[config.mk]
export PLATFORM = sky130hd
export DESIGN_NAME = integer_to_ascii_radix
export DESIGN_NICKNAME = d
export VERILOG_FILES = /design/src/rtl/ita_pkg.sv /design/src/rtl/integer_to_ascii_radix.sv /design/src/rtl/ita_digits.sv /design/src/rtl/ita_seq.sv
export VERILOG_INCLUDE_DIRS = /design/src /design/src/rtl
export SDC_FILE = /design/constraint.sdc
export NUM_CORES = 1
export LEC_CHECK = 0
export CAP_MARGIN = 20
export CELL_PAD_IN_SITES_DETAIL_PLACEMENT = 0
export CELL_PAD_IN_SITES_GLOBAL_PLACEMENT = 1
export CORE_MARGIN = 10
export CORE_UTILIZATION = 46
export CTS_CLUSTER_SIZE = 14
export DETAILED_ROUTE_END_ITERATION = 8
export DONT_BUFFER_PORTS = 1
export GPL_ROUTABILITY_DRIVEN = 1
export MAX_ROUTING_LAYER = met4
export PLACE_DENSITY = 0.87
export SYNTH_ARGS = -nofsm -noshare
export SYNTH_HDL_FRONTEND = slang
export SYNTH_SLANG_ARGS = --single-unit
[constraint.sdc]
create_clock -name clock -period 3.6 [get_ports clock]
set_input_delay 0.18 -clock clock [delete_from_list [all_inputs] [get_ports clock]]
set_output_delay 0.18 -clock clock [all_outputs]
set_load 0.03 [all_outputs]
[src/rtl/assert_macros.svh]
// Assertion macros used by the sequencer of the integer to ASCII converter.
`ifndef ASSERT_MACROS_SVH
`define ASSERT_MACROS_SVH

// Property that must hold at every clock edge outside of reset.
`define ITA_ASSERT(label, prop) \
   label: assert property (@(posedge clock) disable iff (reset) prop) \
      else $error("assertion failed: %m");

// Condition that must never be true outside of reset.
`define ITA_NEVER(label, cond) \
   label: assert property (@(posedge clock) disable iff (reset) !(cond)) \
      else $error("forbidden condition: %m");

`endif

[src/rtl/ita_pkg.sv]
// Shared types and constants of the integer to ASCII converter.
`timescale 1ns / 1ps
`default_nettype none

package ita_pkg;

   localparam logic [1:0] RADIX_DEC = 2'd0;
   localparam logic [1:0] RADIX_BIN = 2'd1;
   localparam logic [1:0] RADIX_HEX = 2'd2;

   localparam logic [1:0] CSR_RADIX      = 2'd0;
   localparam logic [1:0] CSR_MIN_DIGITS = 2'd1;
   localparam logic [1:0] CSR_PAD_CHAR   = 2'd2;

   localparam int         CNT_W      = 6;
   localparam logic [5:0] MAX_WIDTH  = 6'd32;
   localparam logic [7:0] CHAR_MINUS = 8'h2d;
   localparam logic [7:0] PAD_RESET  = 8'h20;

   localparam logic [7:0] DIGIT_CHARS [16] = '{
      8'h30, 8'h31, 8'h32, 8'h33, 8'h34, 8'h35, 8'h36, 8'h37,
      8'h38, 8'h39, 8'h61, 8'h62, 8'h63, 8'h64, 8'h65, 8'h66
   };

   typedef struct packed {
      logic load;
      logic conv;
      logic shift;
   } ctl_type;

   typedef struct packed {
      logic       negative;
      logic [3:0] top_digit;
   } sts_type;

endpackage

`default_nettype wire

[src/rtl/integer_to_ascii_radix.sv]
// Top level of the integer to ASCII converter: register file and unit wiring.
// A request is taken in the idle state, then a minus sign is sent for a negative value, the
// value is converted bit-serially to BCD in decimal, leading zero digits are skipped, and
// the pad and digit characters are sent, each waiting while the output register is full.
// A new request is not taken before the last character has entered the output register.
// Reset is synchronous; it empties the output.
`timescale 1ns / 1ps
`default_nettype none

module integer_to_ascii_radix #(
   parameter int VALUE_BITS = 32
) (
   input  wire logic        clock,
   input  wire logic        reset,
   input  wire logic        csr_we,
   input  wire logic [1:0]  csr_index,
   input  wire logic [7:0]  csr_wdata,
   input  wire logic        req_tvalid,
   output logic             req_tready,
   input  wire logic [31:0] req_tdata,   // value[31:0]
   input  wire logic        req_tuser,   // is_signed
   output logic             rsp_tvalid,
   input  wire logic        rsp_tready,
   output logic [7:0]       rsp_tdata,   // char_out[7:0]
   output logic             rsp_tlast    // last_char
);

   logic [1:0]       radix_ff;
   logic [1:0]       radix_in;
   logic [5:0]       min_digits_ff;
   logic [5:0]       min_digits_in;
   logic [7:0]       pad_char_ff;
   logic [7:0]       pad_char_in;
   ita_pkg::ctl_type ctl;
   ita_pkg::sts_type sts;

   always_comb begin
      radix_in      = radix_ff;
      min_digits_in = min_digits_ff;
      pad_char_in   = pad_char_ff;
      if (csr_we) begin
         case (csr_index)
            ita_pkg::CSR_RADIX:      radix_in      = csr_wdata[1:0];
            ita_pkg::CSR_MIN_DIGITS: min_digits_in = csr_wdata[5:0];
            ita_pkg::CSR_PAD_CHAR:   pad_char_in   = csr_wdata;
            default: begin
            end
         endcase
      end
   end

   always_ff @(posedge clock) begin
      if (reset) begin
         radix_ff      <= ita_pkg::RADIX_DEC;
         min_digits_ff <= '0;
         pad_char_ff   <= ita_pkg::PAD_RESET;
      end else begin
         radix_ff      <= radix_in;
         min_digits_ff <= min_digits_in;
         pad_char_ff   <= pad_char_in;
      end
   end

   ita_digits #(
      .VALUE_BITS (VALUE_BITS)
   ) u_digits (
      .clock     (clock),
      .value     (req_tdata),
      .is_signed (req_tuser),
      .radix     (radix_ff),
      .ctl       (ctl),
      .sts       (sts)
   );

   ita_seq #(
      .VALUE_BITS (VALUE_BITS)
   ) u_seq (
      .clock      (clock),
      .reset      (reset),
      .req_tvalid (req_tvalid),
      .req_tready (req_tready),
      .rsp_tdata  (rsp_tdata),
      .rsp_tlast  (rsp_tlast),
      .rsp_tvalid (rsp_tvalid),
      .rsp_tready (rsp_tready),
      .radix      (radix_ff),
      .min_digits (min_digits_ff),
      .pad_char   (pad_char_ff),
      .sts        (sts),
      .ctl        (ctl)
   );

endmodule

`default_nettype wire

[src/rtl/ita_digits.sv]
// Digit shift registers: magnitude, bit-serial BCD conversion and digit shift-out.
`timescale 1ns / 1ps
`default_nettype none

module ita_digits #(
   parameter int VALUE_BITS = 32
) (
   input  wire logic            clock,
   input  wire logic [31:0]     value,
   input  wire logic            is_signed,
   input  wire logic [1:0]      radix,
   input  wire ita_pkg::ctl_type ctl,
   output ita_pkg::sts_type     sts
);

   localparam int MAG_W  = (VALUE_BITS < 32) ? VALUE_BITS : 32;
   localparam int EXT_W  = (VALUE_BITS > 32) ? VALUE_BITS : 32;
   localparam int NDEC   = (MAG_W * 302 + 999) / 1000;
   localparam int HEX_D  = (MAG_W + 3) / 4;
   localparam int NHEX   = (HEX_D > NDEC) ? HEX_D : NDEC;
   localparam int NUM_W  = 4 * NHEX;
   localparam int BCD_W  = 4 * NDEC;
   localparam int SH_BIN = NUM_W - MAG_W;
   localparam int SH_HEX = NUM_W - 4 * HEX_D;
   localparam int SH_BCD = NUM_W - BCD_W;

   logic [MAG_W-1:0]      mag_ff;
   logic [MAG_W-1:0]      mag_in;
   logic [NUM_W-1:0]      num_ff;
   logic [NUM_W-1:0]      num_in;
   logic [EXT_W-1:0]      value_ext;
   logic [VALUE_BITS-1:0] value_fit;
   logic [VALUE_BITS-1:0] value_abs;
   logic                  negative;
   logic [BCD_W-1:0]      bcd;
   logic [BCD_W-1:0]      bcd_adj;
   logic                  is_bin;
   logic                  is_hex;

   assign is_bin    = (radix == ita_pkg::RADIX_BIN);
   assign is_hex    = (radix == ita_pkg::RADIX_HEX);
   assign value_ext = EXT_W'(value);
   assign value_fit = value_ext[VALUE_BITS-1:0];
   assign negative  = is_signed & value_fit[VALUE_BITS-1];
   assign value_abs = negative ? (~value_fit + 1'b1) : value_fit;
   assign bcd       = num_ff[NUM_W-1 -: BCD_W];

   always_comb begin
      for (int i = 0; i < NDEC; i++) begin
         bcd_adj[4*i +: 4] = (bcd[4*i +: 4] >= 4'd5) ? (bcd[4*i +: 4] + 4'd3)
                                                      : bcd[4*i +: 4];
      end
   end

   always_comb begin
      mag_in = mag_ff;
      num_in = num_ff;
      if (ctl.load) begin
         mag_in = value_abs[MAG_W-1:0];
         if (is_bin) begin
            num_in = NUM_W'(value_abs[MAG_W-1:0]) << SH_BIN;
         end else if (is_hex) begin
            num_in = NUM_W'(value_abs[MAG_W-1:0]) << SH_HEX;
         end else begin
            num_in = '0;
         end
      end else if (ctl.conv) begin
         mag_in = mag_ff << 1;
         num_in = NUM_W'({bcd_adj[BCD_W-2:0], mag_ff[MAG_W-1]}) << SH_BCD;
      end else if (ctl.shift) begin
         num_in = is_bin ? (num_ff << 1) : (num_ff << 4);
      end
   end

   always_ff @(posedge clock) begin
      mag_ff <= mag_in;
      num_ff <= num_in;
   end

   assign sts.negative  = negative;
   assign sts.top_digit = is_bin ? {3'b000, num_ff[NUM_W-1]} : num_ff[NUM_W-1 -: 4];

endmodule

`default_nettype wire

[src/rtl/ita_seq.sv]
// Sequencer: sign, conversion, zero skip, padding and digit emission, with the output register.
`timescale 1ns / 1ps
`default_nettype none
`include "assert_macros.svh"

module ita_seq #(
   parameter int VALUE_BITS = 32
) (
   input  wire logic             clock,
   input  wire logic             reset,
   input  wire logic             req_tvalid,
   output logic                  req_tready,
   output logic [7:0]            rsp_tdata,
   output logic                  rsp_tlast,
   output logic                  rsp_tvalid,
   input  wire logic             rsp_tready,
   input  wire logic [1:0]       radix,
   input  wire logic [5:0]       min_digits,
   input  wire logic [7:0]       pad_char,
   input  wire ita_pkg::sts_type sts,
   output ita_pkg::ctl_type      ctl
);

   localparam int MAG_W = (VALUE_BITS < 32) ? VALUE_BITS : 32;
   localparam int NDEC  = (MAG_W * 302 + 999) / 1000;
   localparam int HEX_D = (MAG_W + 3) / 4;

   typedef enum logic [5:0] {
      ST_IDLE  = 6'b000001,
      ST_SIGN  = 6'b000010,
      ST_CONV  = 6'b000100,
      ST_SKIP  = 6'b001000,
      ST_PAD   = 6'b010000,
      ST_DIGIT = 6'b100000
   } state_type;

   state_type                  state_ff;
   state_type                  state_in;
   logic [ita_pkg::CNT_W-1:0]  cnt_ff;
   logic [ita_pkg::CNT_W-1:0]  cnt_in;
   logic [5:0]                 pad_ff;
   logic [5:0]                 pad_in;
   logic                       rsp_valid_ff;
   logic                       rsp_valid_in;
   logic [7:0]                 rsp_char_ff;
   logic [7:0]                 rsp_char_in;
   logic                       rsp_last_ff;
   logic                       rsp_last_in;
   logic                       out_free;
   logic                       emit;
   logic [7:0]                 emit_char;
   logic                       emit_last;
   logic                       is_dec;
   logic [5:0]                 width;

   assign is_dec   = (radix != ita_pkg::RADIX_BIN) && (radix != ita_pkg::RADIX_HEX);
   assign width    = (min_digits > ita_pkg::MAX_WIDTH) ? ita_pkg::MAX_WIDTH : min_digits;
   assign out_free = ~rsp_valid_ff | rsp_tready;
   assign req_tready = (state_ff == ST_IDLE);

   always_comb begin
      state_in  = state_ff;
      cnt_in    = cnt_ff;
      pad_in    = pad_ff;
      ctl       = '0;
      emit      = 1'b0;
      emit_char = '0;
      emit_last = 1'b0;
      case (state_ff)
         ST_IDLE: begin
            if (req_tvalid) begin
               ctl.load = 1'b1;
               cnt_in = (radix == ita_pkg::RADIX_HEX) ? ita_pkg::CNT_W'(HEX_D)
                                                      : ita_pkg::CNT_W'(MAG_W);
               if (sts.negative) begin
                  state_in = ST_SIGN;
               end else if (is_dec) begin
                  state_in = ST_CONV;
               end else begin
                  state_in = ST_SKIP;
               end
            end
         end
         ST_SIGN: begin
            if (out_free) begin
               emit      = 1'b1;
               emit_char = ita_pkg::CHAR_MINUS;
               state_in  = is_dec ? ST_CONV : ST_SKIP;
            end
         end
         ST_CONV: begin
            ctl.conv = 1'b1;
            cnt_in   = cnt_ff - 1'b1;
            if (cnt_ff == ita_pkg::CNT_W'(1)) begin
               cnt_in   = ita_pkg::CNT_W'(NDEC);
               state_in = ST_SKIP;
            end
         end
         ST_SKIP: begin
            if ((sts.top_digit == 4'd0) && (cnt_ff > ita_pkg::CNT_W'(1))) begin
               ctl.shift = 1'b1;
               cnt_in    = cnt_ff - 1'b1;
            end else if (width > cnt_ff) begin
               pad_in   = width - cnt_ff;
               state_in = ST_PAD;
            end else begin
               state_in = ST_DIGIT;
            end
         end
         ST_PAD: begin
            if (out_free) begin
               emit      = 1'b1;
               emit_char = pad_char;
               pad_in    = pad_ff - 1'b1;
               if (pad_ff == 6'd1) begin
                  state_in = ST_DIGIT;
               end
            end
         end
         ST_DIGIT: begin
            if (out_free) begin
               emit      = 1'b1;
               emit_char = ita_pkg::DIGIT_CHARS[sts.top_digit];
               emit_last = (cnt_ff == ita_pkg::CNT_W'(1));
               ctl.shift = 1'b1;
               cnt_in    = cnt_ff - 1'b1;
               if (cnt_ff == ita_pkg::CNT_W'(1)) begin
                  state_in = ST_IDLE;
               end
            end
         end
         default: begin
            state_in = ST_IDLE;
         end
      endcase
   end

   assign rsp_valid_in = emit | (rsp_valid_ff & ~rsp_tready);
   assign rsp_char_in  = emit ? emit_char : rsp_char_ff;
   assign rsp_last_in  = emit ? emit_last : rsp_last_ff;

   always_ff @(posedge clock) begin
      if (reset) begin
         state_ff     <= ST_IDLE;
         rsp_valid_ff <= 1'b0;
      end else begin
         state_ff     <= state_in;
         rsp_valid_ff <= rsp_valid_in;
      end
   end

   always_ff @(posedge clock) begin
      cnt_ff      <= cnt_in;
      pad_ff      <= pad_in;
      rsp_char_ff <= rsp_char_in;
      rsp_last_ff <= rsp_last_in;
   end

   assign rsp_tvalid = rsp_valid_ff;
   assign rsp_tdata  = rsp_char_ff;
   assign rsp_tlast  = rsp_last_ff;

   `ITA_ASSERT(a_last_ends_request, (emit && emit_last) |=> (state_ff == ST_IDLE))
   `ITA_ASSERT(a_digit_count_live, (state_ff == ST_DIGIT) |-> (cnt_ff != '0))
   `ITA_ASSERT(a_pad_in_range, (state_ff == ST_PAD) |-> ((pad_ff != '0) && (pad_ff <= ita_pkg::MAX_WIDTH)))
   `ITA_NEVER(a_no_overwrite, emit && rsp_valid_ff && !rsp_tready)

endmodule

`default_nettype wire

# ---- Yosys cells after proc, flatten, opt, wreduce, memory -nomap -nowiden
# Memories as Yosys holds them, arrays and structs flattened.
# Cells that the tools add are included.
dict set report op_classes {
  bitwise 8
  n_addsub 14
  muxes 56
  eq_ne 24
  n_lt_le_gt_ge 14
  reduce_logical 16
}
# op count
set op_table {}
lappend op_table {{$mux W40} 6}
lappend op_table {{$mux W6} 20}
lappend op_table {{$mux W32} 3}
lappend op_table {{$mux W4} 11}
lappend op_table {{$ge A4 B3 Y1 const B} 10}
lappend op_table {{$add A4 B2 Y4 const B} 9}
lappend op_table {{$pmux W6 S6} 1}
lappend op_table {{$add A32 B1 Y32 const B} 1}
lappend op_table {{$mux W8} 4}
lappend op_table {{$not A32 Y32} 1}
lappend op_table {{$pmux W6 S4} 1}
lappend op_table {{$pmux W8 S3} 1}
lappend op_table {{$eq A6 B1 Y1 const B} 3}
lappend op_table {{$ne A2 B1 Y1 const B} 9}
lappend op_table {{$pmux W6 S2} 1}
lappend op_table {{$sub A6 B1 Y6 const B} 2}
lappend op_table {{$reduce_and A2 Y1} 4}
lappend op_table {{$reduce_and A4 Y1} 2}
lappend op_table {{$reduce_and A8 Y1} 1}
lappend op_table {{$eq A6 B2 Y1 const B} 1}
lappend op_table {{$eq A6 B3 Y1 const B} 1}
lappend op_table {{$eq A6 B4 Y1 const B} 1}
lappend op_table {{$eq A6 B5 Y1 const B} 1}
lappend op_table {{$eq A6 B6 Y1 const B} 1}
lappend op_table {{other kinds (23)} 37}
dict set report word_totals {
  romBits 128
  regBits 116
  output_inout_bits 11
  input_bits 48
  word_cells 144
  mem_count 1
}
# name depth width read_ports rd_clocked_by_memory_dff wr line
set memory_table {}
lappend memory_table {{(name not given)} 16 8 1 0 0 ita_seq.sv:123} ;# emit_char = ita_pkg::DIGIT_CHARS[sts.top_digit];

# ---- Logic depth before layout (Yosys ltp)
# Gate-level depths: netlist of run 1.
dict set report depth {
  word_depth 9
  mapped_depth 12
  depth_no_buf 10
}

# ---- By module
# Synthesis of run 1 repeated with hierarchy kept, for this count alone.
dict set report unflattened {
  cells_unflattened 906
  area_unflattened_um2 8065.2
}
# module seq_area_each_um2 area_each_um2 cells_each instances
set modules_own_cells {}
lappend modules_own_cells {ita_digits 2162.1 5318.9 614 1}
lappend modules_own_cells {ita_seq 770.7 2074.5 229 1}
lappend modules_own_cells {integer_to_ascii_radix 320.3 671.9 63 1}

# ---- Least setup slack after synthesis of run 1
# Ideal clock, no wire load.
dict set report synth_path {
  path_kind {reg2reg}
  from {reg radix_ff[1]}
  to {reg u_digits.num_ff[0] (netlist: u_digits.bcd[0]), enable pin}
  period_less_slack_ns 3.756
  arrival_ns 3.038
  required_ns 2.882
  path_stages_with_launch 12
  slack_ns -0.156
  path_buffers 3
  setup_time_ns 0.718
  cell_sequence {dfxtp_1 inv_1 ha_1 clkbuf_1 clkbuf_1 nand2_1 a21boi_0 ha_1 o21ai_0 or3_1 buf_2 nand4_1}
}
dict set report synth_between {
  elab_chain_len 7
}
# element line
set synth_lines {}
lappend synth_lines {{from (decl)} integer_to_ascii_radix.sv:28} ;# logic [1:0] radix_ff;
lappend synth_lines {{from (signal assigned)} integer_to_ascii_radix.sv:54} ;# radix_ff <= ita_pkg::RADIX_DEC;
lappend synth_lines {{from (signal assigned)} integer_to_ascii_radix.sv:58} ;# radix_ff <= radix_in;
lappend synth_lines {{$eq A2 B1 Y1} ita_digits.sv:40} ;# assign is_bin = (radix == ita_pkg::RADIX_BIN);
lappend synth_lines {{$mux W4} ita_digits.sv:81} ;# assign sts.top_digit = is_bin ? {3'b000, num_ff[NUM_W-1]} : num_ff[NUM_W-1 -: 4];
lappend synth_lines {{$logic_not A4 Y1} ita_seq.sv:100} ;# if ((sts.top_digit == 4'd0) && (cnt_ff > ita_pkg::CNT_W'(1))) begin
lappend synth_lines {{$logic_and A1 B1 Y1} ita_seq.sv:100}
lappend synth_lines {{$mux W1} ita_seq.sv:100}
lappend synth_lines {{$pmux W1 S2} ita_seq.sv:69} ;# case (state_ff)
lappend synth_lines {{$reduce_bool A3 Y1 (no source line)} -}
lappend synth_lines {{to (signal assigned)} ita_digits.sv:77} ;# num_ff <= num_in;
lappend synth_lines {{to (decl)} ita_digits.sv:29} ;# logic [NUM_W-1:0] num_ff;
# No other way between the ends.
# A chain may end at the register's enable or synchronous reset.

# ---- Worst setup path after layout of run 1
dict set report layout_path {
  from {reg u_seq.state_ff[0]}
  to {reg u_seq.state_ff[1]}
}
dict set report layout_between {
  elab_chain_len 3
  elab_cells_between_ends 16
  classes_between {14 x eq/ne; 1 x mux; 1 x reduce/logical}
}
# element line
set layout_lines {}
lappend layout_lines {{from (decl)} ita_seq.sv:37} ;# state_type state_ff;
lappend layout_lines {{from (signal assigned)} ita_seq.sv:147} ;# state_ff <= state_in;
lappend layout_lines {{$eq A6 B6 Y1 (tied with other cells)} ita_seq.sv:69}
lappend layout_lines {{$ne A2 B1 Y1 (no source line) / $ne A2 B2 Y1 (equally long branches)} -}
lappend layout_lines {{$reduce_and A8 Y1 (no source line)} -}
# Several ways; a longest one is shown, not always the timed one.

==> flow_summary.json, run 1 <==
{
  "status": "finished, final reports clean",
  "drt_iter0_drc": 587,
  "dr_wl_met3_microns": 889,
  "critPathKind": "reg -> reg",
  "dp_cells": 1004,
  "hold_path.class": "in -> reg",
  "skew_ns": 0.00791,
  "yosysSeqAreaShare_pct": 41.9,
  "fp.dieH_microns": 150,
  "worst_slack_ns": 0.832,
  "place.port_buffers": 0,
  "seqPwrFrac_pct": 39.3,
  "fmax_mhz": 361,
  "fp-row-count": 47,
  "antenna_found_initial": 1,
  "area_growth_syn_to_layout_pct": 12.1,
  "final_cells": 1048,
  "synth_flop_cell": "edfxtp_1",
  "placed_cell_area_sq_um": 8010,
  "htree_levels": 4,
  "setup_viol": 0,
  "cellLeakagePower_nw": 3.28,
  "drc": 0,
  "cp_top_family": "simple AND/OR/NAND/NOR gates",
  "syn_nets": 893,
  "clockRootBuffer": "clkbuf_16",
  "hpwl_mm": 13.4,
  "max_stage_delay_ns": 0.61,
  "ant_nets": 0,
  "routed_wl_mm": 19.2,
  "postCtsSetupBuffers": 0,
  "place_ws_ns": 0.972,
  "p_total_mw": 6.06,
  "regArea_sq_um": 3250,
  "route.met2.wl_mm": 9.33,
  "fillers": 1535,
  "mostFrequentLayoutCells": "edfxtp_1, o21ai_0, a21oi_1",
  "hold_viol": 0,
  "synthArstFlopShare_pct": 0,
  "swShare_pct": 35.1,
  "drive_gt1_share_pct": 8.34,
  "top_layer": "met4",
  "grt_pass1_vias": 5921,
  "postSynthCellCount": 808,
  "powerDensity_nw_per_um2": 696,
  "wire_per_inst_microns": 18.4,
  "cts.sinks": 116,
  "avgSynthCellArea_sq_um": 9.61,
  "cts_buffer_depth": 2,
  "clk_latency_ns": 0.42,
  "endpoint_kind": "flop",
  "core_sq_um": 16600,
  "synth.cell_area_sq_um": 7760,
  "vdd_drop_max_v": 0.000400,
  "r2r_cells": 6,
  "cts_tree": "done",
  "slew_headroom_pct": 40.0,
  "rsz0062_at_grt": "false",
  "worst_ep_arrival_time_ns": 3.06,
  "timing.rr.start": "u_seq.state_ff[0]",
  "period_share_pct": 76.9,
  "critPathMaxFanout": 15,
  "wirelength_met1_mm": 8.79,
  "reg2reg_slack_ns": 0.83,
  "crit_buf_inv": 1,
  "start_util_pct": 46.8,
  "synth_edf_count": 93,
  "numCtsBuffers": 17,
  "min_from": "reset",
  "fin_nets": 899,
  "io_pins": 59,
  "p_int_mw": 3.93,
  "post_drt_via_cell_ratio": 5.85,
  "r2r-end": "u_seq.state_ff[1]",
  "cts.reportedPaths.clkPinSlew_ns": 0.06,
  "dr.pass1.iters": 5,
  "overflow": 0,
  "p_switching_mw": 2.13,
  "final_cell_area_sq_um": 8700,
  "die_x_microns": 150,
  "clockPowerShare_pct": 27.4,
  "grt_max_degree": 44,
  "hold_path_depth": 2,
  "yosysWarnings": 0,
  "critPathLaunchType": "flop",
  "cp_num_cells": 6,
  "finalCriticalPeriod_ns": 2.77,
  "gp_congestion": 0.855,
  "die-area_sq_um": 22500,
  "pwr-share-comb_pct": 33.3,
  "cp_cell_sequence": "nor4_4 > nand3b_1 > o211a_1 > nand4_1 > a21oi_1 > dlygate4sd3_1",
  "finalSetupTns_ns": 0,
  "cap_viol_max_count": 0,
  "slew_viol_final": 0,
  "cp.required_ns": 3.90,
  "grt_pass1_wl_mm": 31.0,
  "worst_path_max_delay_cell": "dlygate4sd3_1",
  "worst_hold_path.endpoint": "u_seq.state_ff[4]",
  "grtUsageTotal_pct": 17.6,
  "tightest_slew_ns": 0.896,
  "final_common_cell": "edfxtp_1",
  "yosysUniqueCellTypes": 62,
  "ys_seq_elements": 116,
  "multi_input_area_sq_um": 4190,
  "vias": 6132
}
cell families (layout without fill, tap and decap cells):
logic type      count (synthesis)  count (layout)  share of synthesized area [%]
fa+ha+maj                      37              37                           6.06
mux                            48              48                           6.30
other cells                     0               1                              0
xor+xnor                       44              44                           4.96
buf+inv                        86             105                           4.35
flops                         116             116                           41.9
simple gates                  239             239                           16.8
compound gates                238             238                           19.6
through the flow:
stage	util [%]	hold slack, ns
after floorplan	-	0.298
after global placement	48.3	0.254
after detailed placement	48.3	0.256
after CTS	52.5	0.0237
after global routing	52.5	0.0427
final	52.5	0.0386
registers in the layout, indices dropped and copies added, names as in the netlist:
register and cells:
u_seq.pad_ff 6, radix_ff 2, u_digits.mag_ff 32, u_seq.cnt_ff 6
u_seq.rsp_tvalid 1, pad_char_ff 8, min_digits_ff 6, u_seq.state_ff 6
u_seq.rsp_tdata 8, u_digits.bcd 40, u_seq.rsp_tlast 1
how the worst max path moves through the flow:
stage | start | end | slack, ns
after floorplan | radix_ff[1] | u_digits.bcd[0] | 0.08
after global placement | radix_ff[1] | u_digits.bcd[19] | 1.0
after detailed placement | radix_ff[1] | u_digits.bcd[19] | 0.97
after CTS | u_seq.state_ff[0] | u_seq.state_ff[1] | 0.92
after global routing | radix_ff[1] | u_digits.bcd[6] | 0.71
final | u_seq.state_ff[0] | u_seq.state_ff[1] | 0.83
cell type report:
cell class                      count  area share, %
Sequential cell                   116           37.4
Clock buffer                       19           5.20
Antenna cell                        1         0.0287
Clock inverter                     13           1.52
Tap cell                          220           3.16
Multi-Input combinational cell    606           48.1
Timing Repair Buffer               27           2.64
Inverter                           46           1.98
power groups by stage:
stage / sequential (mW) / clock [mW] / combinational (mW)
detailed placement: 2.40 / 0 / 1.99
global placement: 2.39 / 0 / 1.95
finish: 2.38 / 1.66 / 2.02
floorplan: 2.26 / 0 / 1.61
global route: 2.44 / 1.74 / 2.29
CTS: 2.38 / 1.68 / 2.03
synth_stat cells, types with 8 or more instances:
library cell | number | area [sq um]
a21oi_1 | 59 | 295
buf_2 | 12 | 60.1
clkbuf_1 | 26 | 97.6
dfxtp_1 | 23 | 460
edfxtp_1 | 93 | 2790
ha_1 | 36 | 450
inv_1 | 46 | 173
mux2i_1 | 41 | 410
nand2_1 | 57 | 214
nand2b_1 | 15 | 93.8
nand3_1 | 12 | 60.1
nor2_1 | 57 | 214
nor3_1 | 20 | 100
nor3b_1 | 22 | 165
o21ai_0 | 74 | 370
o22a_1 | 20 | 175
o22ai_1 | 9 | 56.3
or3_1 | 8 | 50.1
xnor2_1 | 27 | 236
xor2_1 | 17 | 149
per-layer routing:
metal | track usage, % | vias up
met5 | - | -
met4 | 5.49 | 0
met3 | 3.56 | 22
met2 | 27.9 | 134
met1 | 22.2 | 2942
li1 | - | 3034
repair_timing:
action	CTS	global route
endpoints found under the setup margin	0	0
hold endpoints to repair	23	0
gates resized for setup	0	0
hold buffers	11	0
(Power assumes the default switching activity.)
==> inputs of run 2 (changes only) <==
--- a/config.mk
+++ b/config.mk
@@ -10,13 +10,13 @@
 export CELL_PAD_IN_SITES_DETAIL_PLACEMENT = 0
 export CELL_PAD_IN_SITES_GLOBAL_PLACEMENT = 1
 export CORE_MARGIN = 10
-export CORE_UTILIZATION = 46
+export CORE_UTILIZATION = 51
 export CTS_CLUSTER_SIZE = 14
 export DETAILED_ROUTE_END_ITERATION = 8
 export DONT_BUFFER_PORTS = 1
 export GPL_ROUTABILITY_DRIVEN = 1
 export MAX_ROUTING_LAYER = met4
-export PLACE_DENSITY = 0.87
+export PLACE_DENSITY = 0.91
 export SYNTH_ARGS = -nofsm -noshare
 export SYNTH_HDL_FRONTEND = slang
 export SYNTH_SLANG_ARGS = --single-unit
==> constraint.sdc (replaced) <==
create_clock -name clock -period 2.6 [get_ports clock]
set_input_delay 0.13 -clock clock [delete_from_list [all_inputs] [get_ports clock]]
set_output_delay 0.13 -clock clock [all_outputs]
set_load 0.03 [all_outputs]
==> run 2 against run 1 <==
Effect of this change:
- maximum frequency increased by 13%
- global-route usage increased by 2.0 points
- design area increased by 1.2%
- power increased by 42%
- sequential power increased by 37%
- flip-flop and latch count unchanged
- clock power increased by 39%
- via count increased by 3.0%
- register-to-register slack got worse by 0.67 ns
- routed wire length increased by 1.9%
- utilization increased by 6.1 points
- largest power group unchanged
==> flow_summary.json, run 2 (same netlist as run 1, synthesis figures left out) <==
{
  "cts_tree": "done",
  "seqPwrFrac_pct": 38.0,
  "core_sq_um": 15000,
  "r2r-end": "u_seq.pad_ff[0]",
  "grt_pass1_wl_mm": 31.1,
  "cts.sinks": 116,
  "cts_resized": 0,
  "ant_nets": 0,
  "die-area_sq_um": 20600,
  "routed_wl_mm": 19.6,
  "slew_headroom_pct": 33.4,
  "vias": 6318,
  "drc": 0,
  "fp-row-count": 45,
  "worst_path_max_delay_cell": "fa_1",
  "skew_ns": 0.00859,
  "critPathKind": "reg -> reg",
  "postCtsSetupBuffers": 0,
  "gp_congestion": 0.865,
  "clockPowerShare_pct": 27.0,
  "drt_iter0_drc": 596,
  "reg2reg_slack_ns": 0.16,
  "clockRootBuffer": "clkbuf_16",
  "critPathLaunchType": "flop",
  "pwr-share-comb_pct": 35.1,
  "htree_levels": 4,
  "largest_reg_flops": 40,
  "cellLeakagePower_nw": 3.36,
  "fmax_mhz": 409,
  "max_stage_delay_ns": 0.40,
  "p_total_mw": 8.58,
  "crit_top_cell": "nand2b_1",
  "tightest_slew_ns": 0.999,
  "hold_path.class": "in -> reg",
  "finalSetupTns_ns": 0,
  "placed_cell_area_sq_um": 8100,
  "p_switching_mw": 3.08,
  "drive_gt1_share_pct": 10.6,
  "grtUsageTotal_pct": 19.6,
  "hold_path_depth": 3,
  "cts_buffer_depth": 2,
  "cts_hold_buf": 12,
  "critPathMaxFanout": 7,
  "dr.pass1.iters": 5,
  "io_pins": 59,
  "hold_viol": 0,
  "r2r_cells": 8,
  "overflow": 0,
  "die_x_microns": 143,
  "swShare_pct": 35.8,
  "final_common_cell": "edfxtp_1",
  "setup_viol": 0,
  "timing.rr.start": "min_digits_ff[5]",
  "endpoint_kind": "flop",
  "min_from": "csr_index[0]",
  "finalCriticalPeriod_ns": 2.44,
  "worst_ep_arrival_time_ns": 2.54,
  "start_util_pct": 51.6,
  "period_share_pct": 93.9,
  "worst_hold_path.endpoint": "radix_ff[1]",
  "cp_cell_sequence": "nand2b_1 > ha_1 > fa_1 > nand2b_1 > a21oi_1 > nor4_1 > nor3_1 > o21a_1",
  "vdd_drop_max_v": 0.000609,
  "rsz0062_at_grt": "false",
  "hpwl_mm": 14.2,
  "p_int_mw": 5.51,
  "cap_viol_max_count": 0,
  "mostFrequentLayoutCells": "edfxtp_1, o21ai_0, a21oi_1",
  "fin_util_pct": 58.6,
  "clk_latency_ns": 0.42,
  "wire_per_inst_microns": 19.0,
  "fp.dieH_microns": 143,
  "antenna_found_initial": 0,
  "final_cell_area_sq_um": 8810,
  "grt_pass1_vias": 6037,
  "fin_nets": 913,
  "status": "finished, final reports clean",
  "numCtsBuffers": 17,
  "grt_max_degree": 44,
  "post_drt_via_cell_ratio": 6.14,
  "place.port_buffers": 0,
  "diodes": 0,
  "area_growth_syn_to_layout_pct": 13.5,
  "cp.required_ns": 2.70,
  "powerDensity_nw_per_um2": 975,
  "slew_viol_final": 0,
  "cts.reportedPaths.clkPinSlew_ns": 0.06
}
-- run 2: cell types whose count changed in the layout (fill, tap and decap cells not counted), moves of 2 or more --
cell	previous run	this run
buf_4	16	28
clkinv_1	2	0
clkinv_4	1	3
dfxtp_1	23	21
dfxtp_2	0	2
inv_6	1	3
-- run 2: worst max-delay path by stage --
| stage | start | end | slack (ns) | cells past startpoint |
|---|---|---|---|---|
| after CTS | min_digits_ff[5] | u_seq.pad_ff[4] | 0.16 | 8 |
| after floorplan | radix_ff[1] | u_digits.bcd[0] | -0.68 | 11 |
| after detailed placement | min_digits_ff[5] | u_seq.pad_ff[4] | 0.18 | 8 |
| after global placement | min_digits_ff[5] | u_seq.pad_ff[0] | 0.24 | 8 |
| after global routing | req_tdata[0] | u_digits.bcd[38] | 0.02 | 8 |
| final | min_digits_ff[5] | u_seq.pad_ff[0] | 0.16 | 8 |
-- run 2: cell type report --
class                   instances  area, sq um
clock buffers                  18          439
clock inverters                14          153
fillers                      1262         6230
inverters                      46          173
multi-input cells             606         4200
flip-flops and latches        116         3260
well taps                     188          235
repair buffers                 41          350
-- run 2: power groups by stage --
stage          Sequential (mW)  Clock (mW)  Combinational [mW]
3_5_place_dp              3.28           0                2.93
4_1_cts                   3.25        2.34                3.00
5_1_grt                   3.33        2.41                3.36
3_3_place_gp              3.25           0                2.79
2_1_floorplan             3.14           0                2.23
6_report                  3.26        2.31                3.01
-- run 2: through the flow --
stage	cells	setup WS (ns)	hold WS, ns
after detailed placement	985	0.177	0.205
after CTS	1029	0.161	0.0137
after global routing	1029	0.0186	0.0392
after global placement	985	0.240	0.202
after floorplan	808	-0.682	0.248
final	1029	0.158	0.0247
-- run 2: worst max-delay path: cells and delay by family, from the launching register on --
family	cells	cell delay (ns)
AO/OA/AOI/OAI	2	0.47
flip-flops	1	0.36
AND/OR/NAND/NOR	4	0.68
adder cells (fa/ha/maj)	2	0.61
-- run 2: metal layers --
| metal | global-route usage, % | share of wire (%) | wire [microns] |
|---|---|---|---|
| met1 | 26.8 | 47 | 9200 |
| met2 | 28.8 | 45 | 8890 |
| met3 | 4.39 | 6.8 | 1330 |
| met4 | 5.21 | 0.90 | 177 |
| met5 | - | 0 | 0 |
==> inputs of run 3 (changes only) <==
--- a/config.mk
+++ b/config.mk
@@ -6,11 +6,12 @@
 export SDC_FILE = /design/constraint.sdc
 export NUM_CORES = 1
 export LEC_CHECK = 0
+export ABC_AREA = 1
 export CAP_MARGIN = 20
 export CELL_PAD_IN_SITES_DETAIL_PLACEMENT = 0
 export CELL_PAD_IN_SITES_GLOBAL_PLACEMENT = 1
 export CORE_MARGIN = 10
-export CORE_UTILIZATION = 51
+export CORE_UTILIZATION = 48
 export CTS_CLUSTER_SIZE = 14
 export DETAILED_ROUTE_END_ITERATION = 8
 export DONT_BUFFER_PORTS = 1
==> run 3 against run 2 <==
Effect of this change:
- critical path depth rose by 4
- cell count rose by 31%
- power rose by 23%
- critical endpoint unchanged
==> flow_summary.json, run 3 <==
{
  "status": "finished, final reports clean",
  "avgSynthCellArea_sq_um": 7.36,
  "r2r-end": "u_seq.pad_ff[0]",
  "yosysUniqueCellTypes": 42,
  "drt_iter0_drc": 552,
  "cap_viol_max_count": 0,
  "hpwl_mm": 14.8,
  "dr.pass1.iters": 5,
  "fmax_mhz": 431,
  "grt_pass1_vias": 6921,
  "diodes": 0,
  "ys_seq_elements": 116,
  "fp.dieH_microns": 150,
  "place.port_buffers": 0,
  "clk_latency_ns": 0.42,
  "hold_path.class": "in -> reg",
  "endpoint_kind": "flop",
  "postSynthCellCount": 1096,
  "synth_area_leaders": "edfxtp_1, nand2_1, o21ai_0",
  "route.met2.wl_mm": 8.78,
  "p_total_mw": 10.6,
  "cts.reportedPaths.clkPinSlew_ns": 0.05,
  "cts.sinks": 116,
  "pwr-share-comb_pct": 42.5,
  "worst_ep_arrival_time_ns": 2.45,
  "yosys.area.top_type": "edfxtp_1",
  "fillers": 1573,
  "tightest_slew_ns": 0.571,
  "routed_wl_mm": 20.2,
  "postCtsSetupBuffers": 0,
  "die-area_sq_um": 22400,
  "io_pins": 59,
  "synth_top_family_by_area": "simple AND/OR/NAND/NOR gates",
  "ant_nets": 0,
  "overflow": 0,
  "finalCriticalPeriod_ns": 2.32,
  "critPathMaxFanout": 8,
  "p_switching_mw": 4.38,
  "multi_input_area_sq_um": 4120,
  "clockRootBuffer": "clkbuf_16",
  "synthArstFlopShare_pct": 0,
  "dr_wl_met3_mm": 1.28,
  "slew_viol_final": 0,
  "drc": 0,
  "cts_buffer_depth": 2,
  "fp-row-count": 47,
  "finalSetupTns_ns": 0,
  "area_growth_syn_to_layout_pct": 12.6,
  "slew_headroom_pct": 61.9,
  "numCtsBuffers": 17,
  "hold_viol": 0,
  "largest_reg_flops": 40,
  "cp.required_ns": 2.73,
  "min_from": "req_tdata[30]",
  "place_ws_ns": 0.196,
  "vias": 7225,
  "grt_pass1_wl_mm": 33.7,
  "mostFrequentLayoutCells": "nand2_1, inv_1, o21ai_0",
  "synth_fa_ha_area_share_pct": 5.84,
  "r2r_cells": 12,
  "top_layer": "met4",
  "timing.rr.start": "radix_ff[1]",
  "final_cell_area_sq_um": 9080,
  "fin_nets": 1201,
  "wirelength_met1_mm": 9.70,
  "synth_flop_cell": "edfxtp_1",
  "synth-simple-area-share_pct": 26.5,
  "htree_levels": 4,
  "start_util_pct": 48.8,
  "placed_cell_area_sq_um": 8310,
  "worst_slack_ns": 0.278,
  "worst_hold_path.endpoint": "u_digits.mag_ff[30]",
  "yosysWarnings": 0,
  "critPathLaunchType": "flop",
  "skew_ns": 0.00615,
  "synthTopCellsByCount": "nand2_1, inv_1, o21ai_0",
  "grtUsageTotal_pct": 19.0,
  "hold_path_depth": 3,
  "synth_xor_xnor_area_share_pct": 2.17,
  "yosysMostFrequentCell": "nand2_1",
  "drive_gt1_share_pct": 5.85,
  "synth.cell_area_sq_um": 8060,
  "regArea_sq_um": 3250,
  "rsz0062_at_grt": "false",
  "seqPwrFrac_pct": 36.2,
  "synth_top_area_share_pct": 34.6,
  "reg2reg_slack_ns": 0.28,
  "holdWs_ns": 0.0216,
  "vdd_drop_max_v": 0.000554,
  "gp_congestion": 0.847,
  "final_cells": 1349,
  "post_drt_via_cell_ratio": 5.36,
  "synth_edf_count": 93,
  "swShare_pct": 41.3,
  "dp_cells": 1298,
  "antenna_found_initial": 0,
  "p_int_mw": 6.21,
  "core_sq_um": 16500,
  "grt_max_degree": 57,
  "fin_util_pct": 54.9,
  "yosysSeqAreaShare_pct": 40.4,
  "cellLeakagePower_nw": 3.95,
  "wire_per_inst_microns": 14.9,
  "syn_nets": 1181,
  "clockPowerShare_pct": 21.3,
  "cts_tree": "done",
  "critPathKind": "reg -> reg",
  "synth_compound_area_share_pct": 16.0,
  "setup_viol": 0,
  "final_common_cell": "nand2_1",
  "powerDensity_nw_per_um2": 1170,
  "synth.mux.area_fraction_pct": 0.372,
  "period_share_pct": 89.3,
  "die_x_microns": 150
}
[run 3: critical path: stages (launching register included)]
cell	delay, ns
dfxtp_1	0.31
inv_1	0.08
ha_2	0.23
clkinv_2	0.16
o21ai_1	0.21
inv_1	0.08
ha_1	0.17
nand2_1	0.06
nor2_1	0.04
nand3_1	0.24
nand2_1	0.17
nor2_1	0.13
buf_4	0.15
[run 3: worst max path at each step]
stage	from	endpoint	slack [ns]
after global placement	radix_ff[1]	u_seq.state_ff[4]	0.25
after detailed placement	radix_ff[1]	u_seq.state_ff[4]	0.20
after floorplan	radix_ff[1]	u_seq.pad_ff[0]	0.21
after CTS	radix_ff[1]	u_seq.state_ff[4]	0.17
final	radix_ff[1]	u_seq.pad_ff[0]	0.28
after global routing	radix_ff[1]	u_seq.state_ff[4]	0.02
[run 3: power by group through the flow]
stage	combinational [mW]	sequential (mW)	clock [mW]
after floorplan	3.48	3.70	0
after global placement	4.39	3.84	0
after detailed placement	4.45	3.85	0
after CTS	4.50	3.83	2.29
after global routing	5.21	3.94	2.36
final	4.50	3.83	2.25
[run 3: kinds of logic (layout without fill, tap and decap cells)]
logic type / count (synthesis) / count (layout)
xor gates and xnor gates: 20 / 20
buffers and inverters: 176 / 209
muxes: 3 / 3
adders and majority gates: 37 / 37
and+or+nand+nor: 506 / 506
AOI/OAI and AO/OA: 238 / 238
DFF: 116 / 116
[run 3: timing repair]
action,in CTS,in global routing
resized for setup,0,2
setup endpoints to repair,0,4
hold buffers,19,0
hold endpoints to repair,24,0
[run 3: final cells by class]
| type | instances | share of cell area [%] |
|---|---|---|
| inverter | 142 | 5.88 |
| clock inverter | 8 | 0.772 |
| clock buffer | 24 | 5.54 |
| multi-input combinational | 804 | 45.4 |
| sequential | 116 | 35.8 |
| timing repair buffer | 35 | 3.56 |
| tap | 220 | 3.03 |
[run 3: per-layer routing]
layer	vias to the layer above	GRT usage, %
met2	192	28.5
met3	29	3.62
met1	3283	25.2
li1	3721	-
met5	-	-
met4	0	6.72
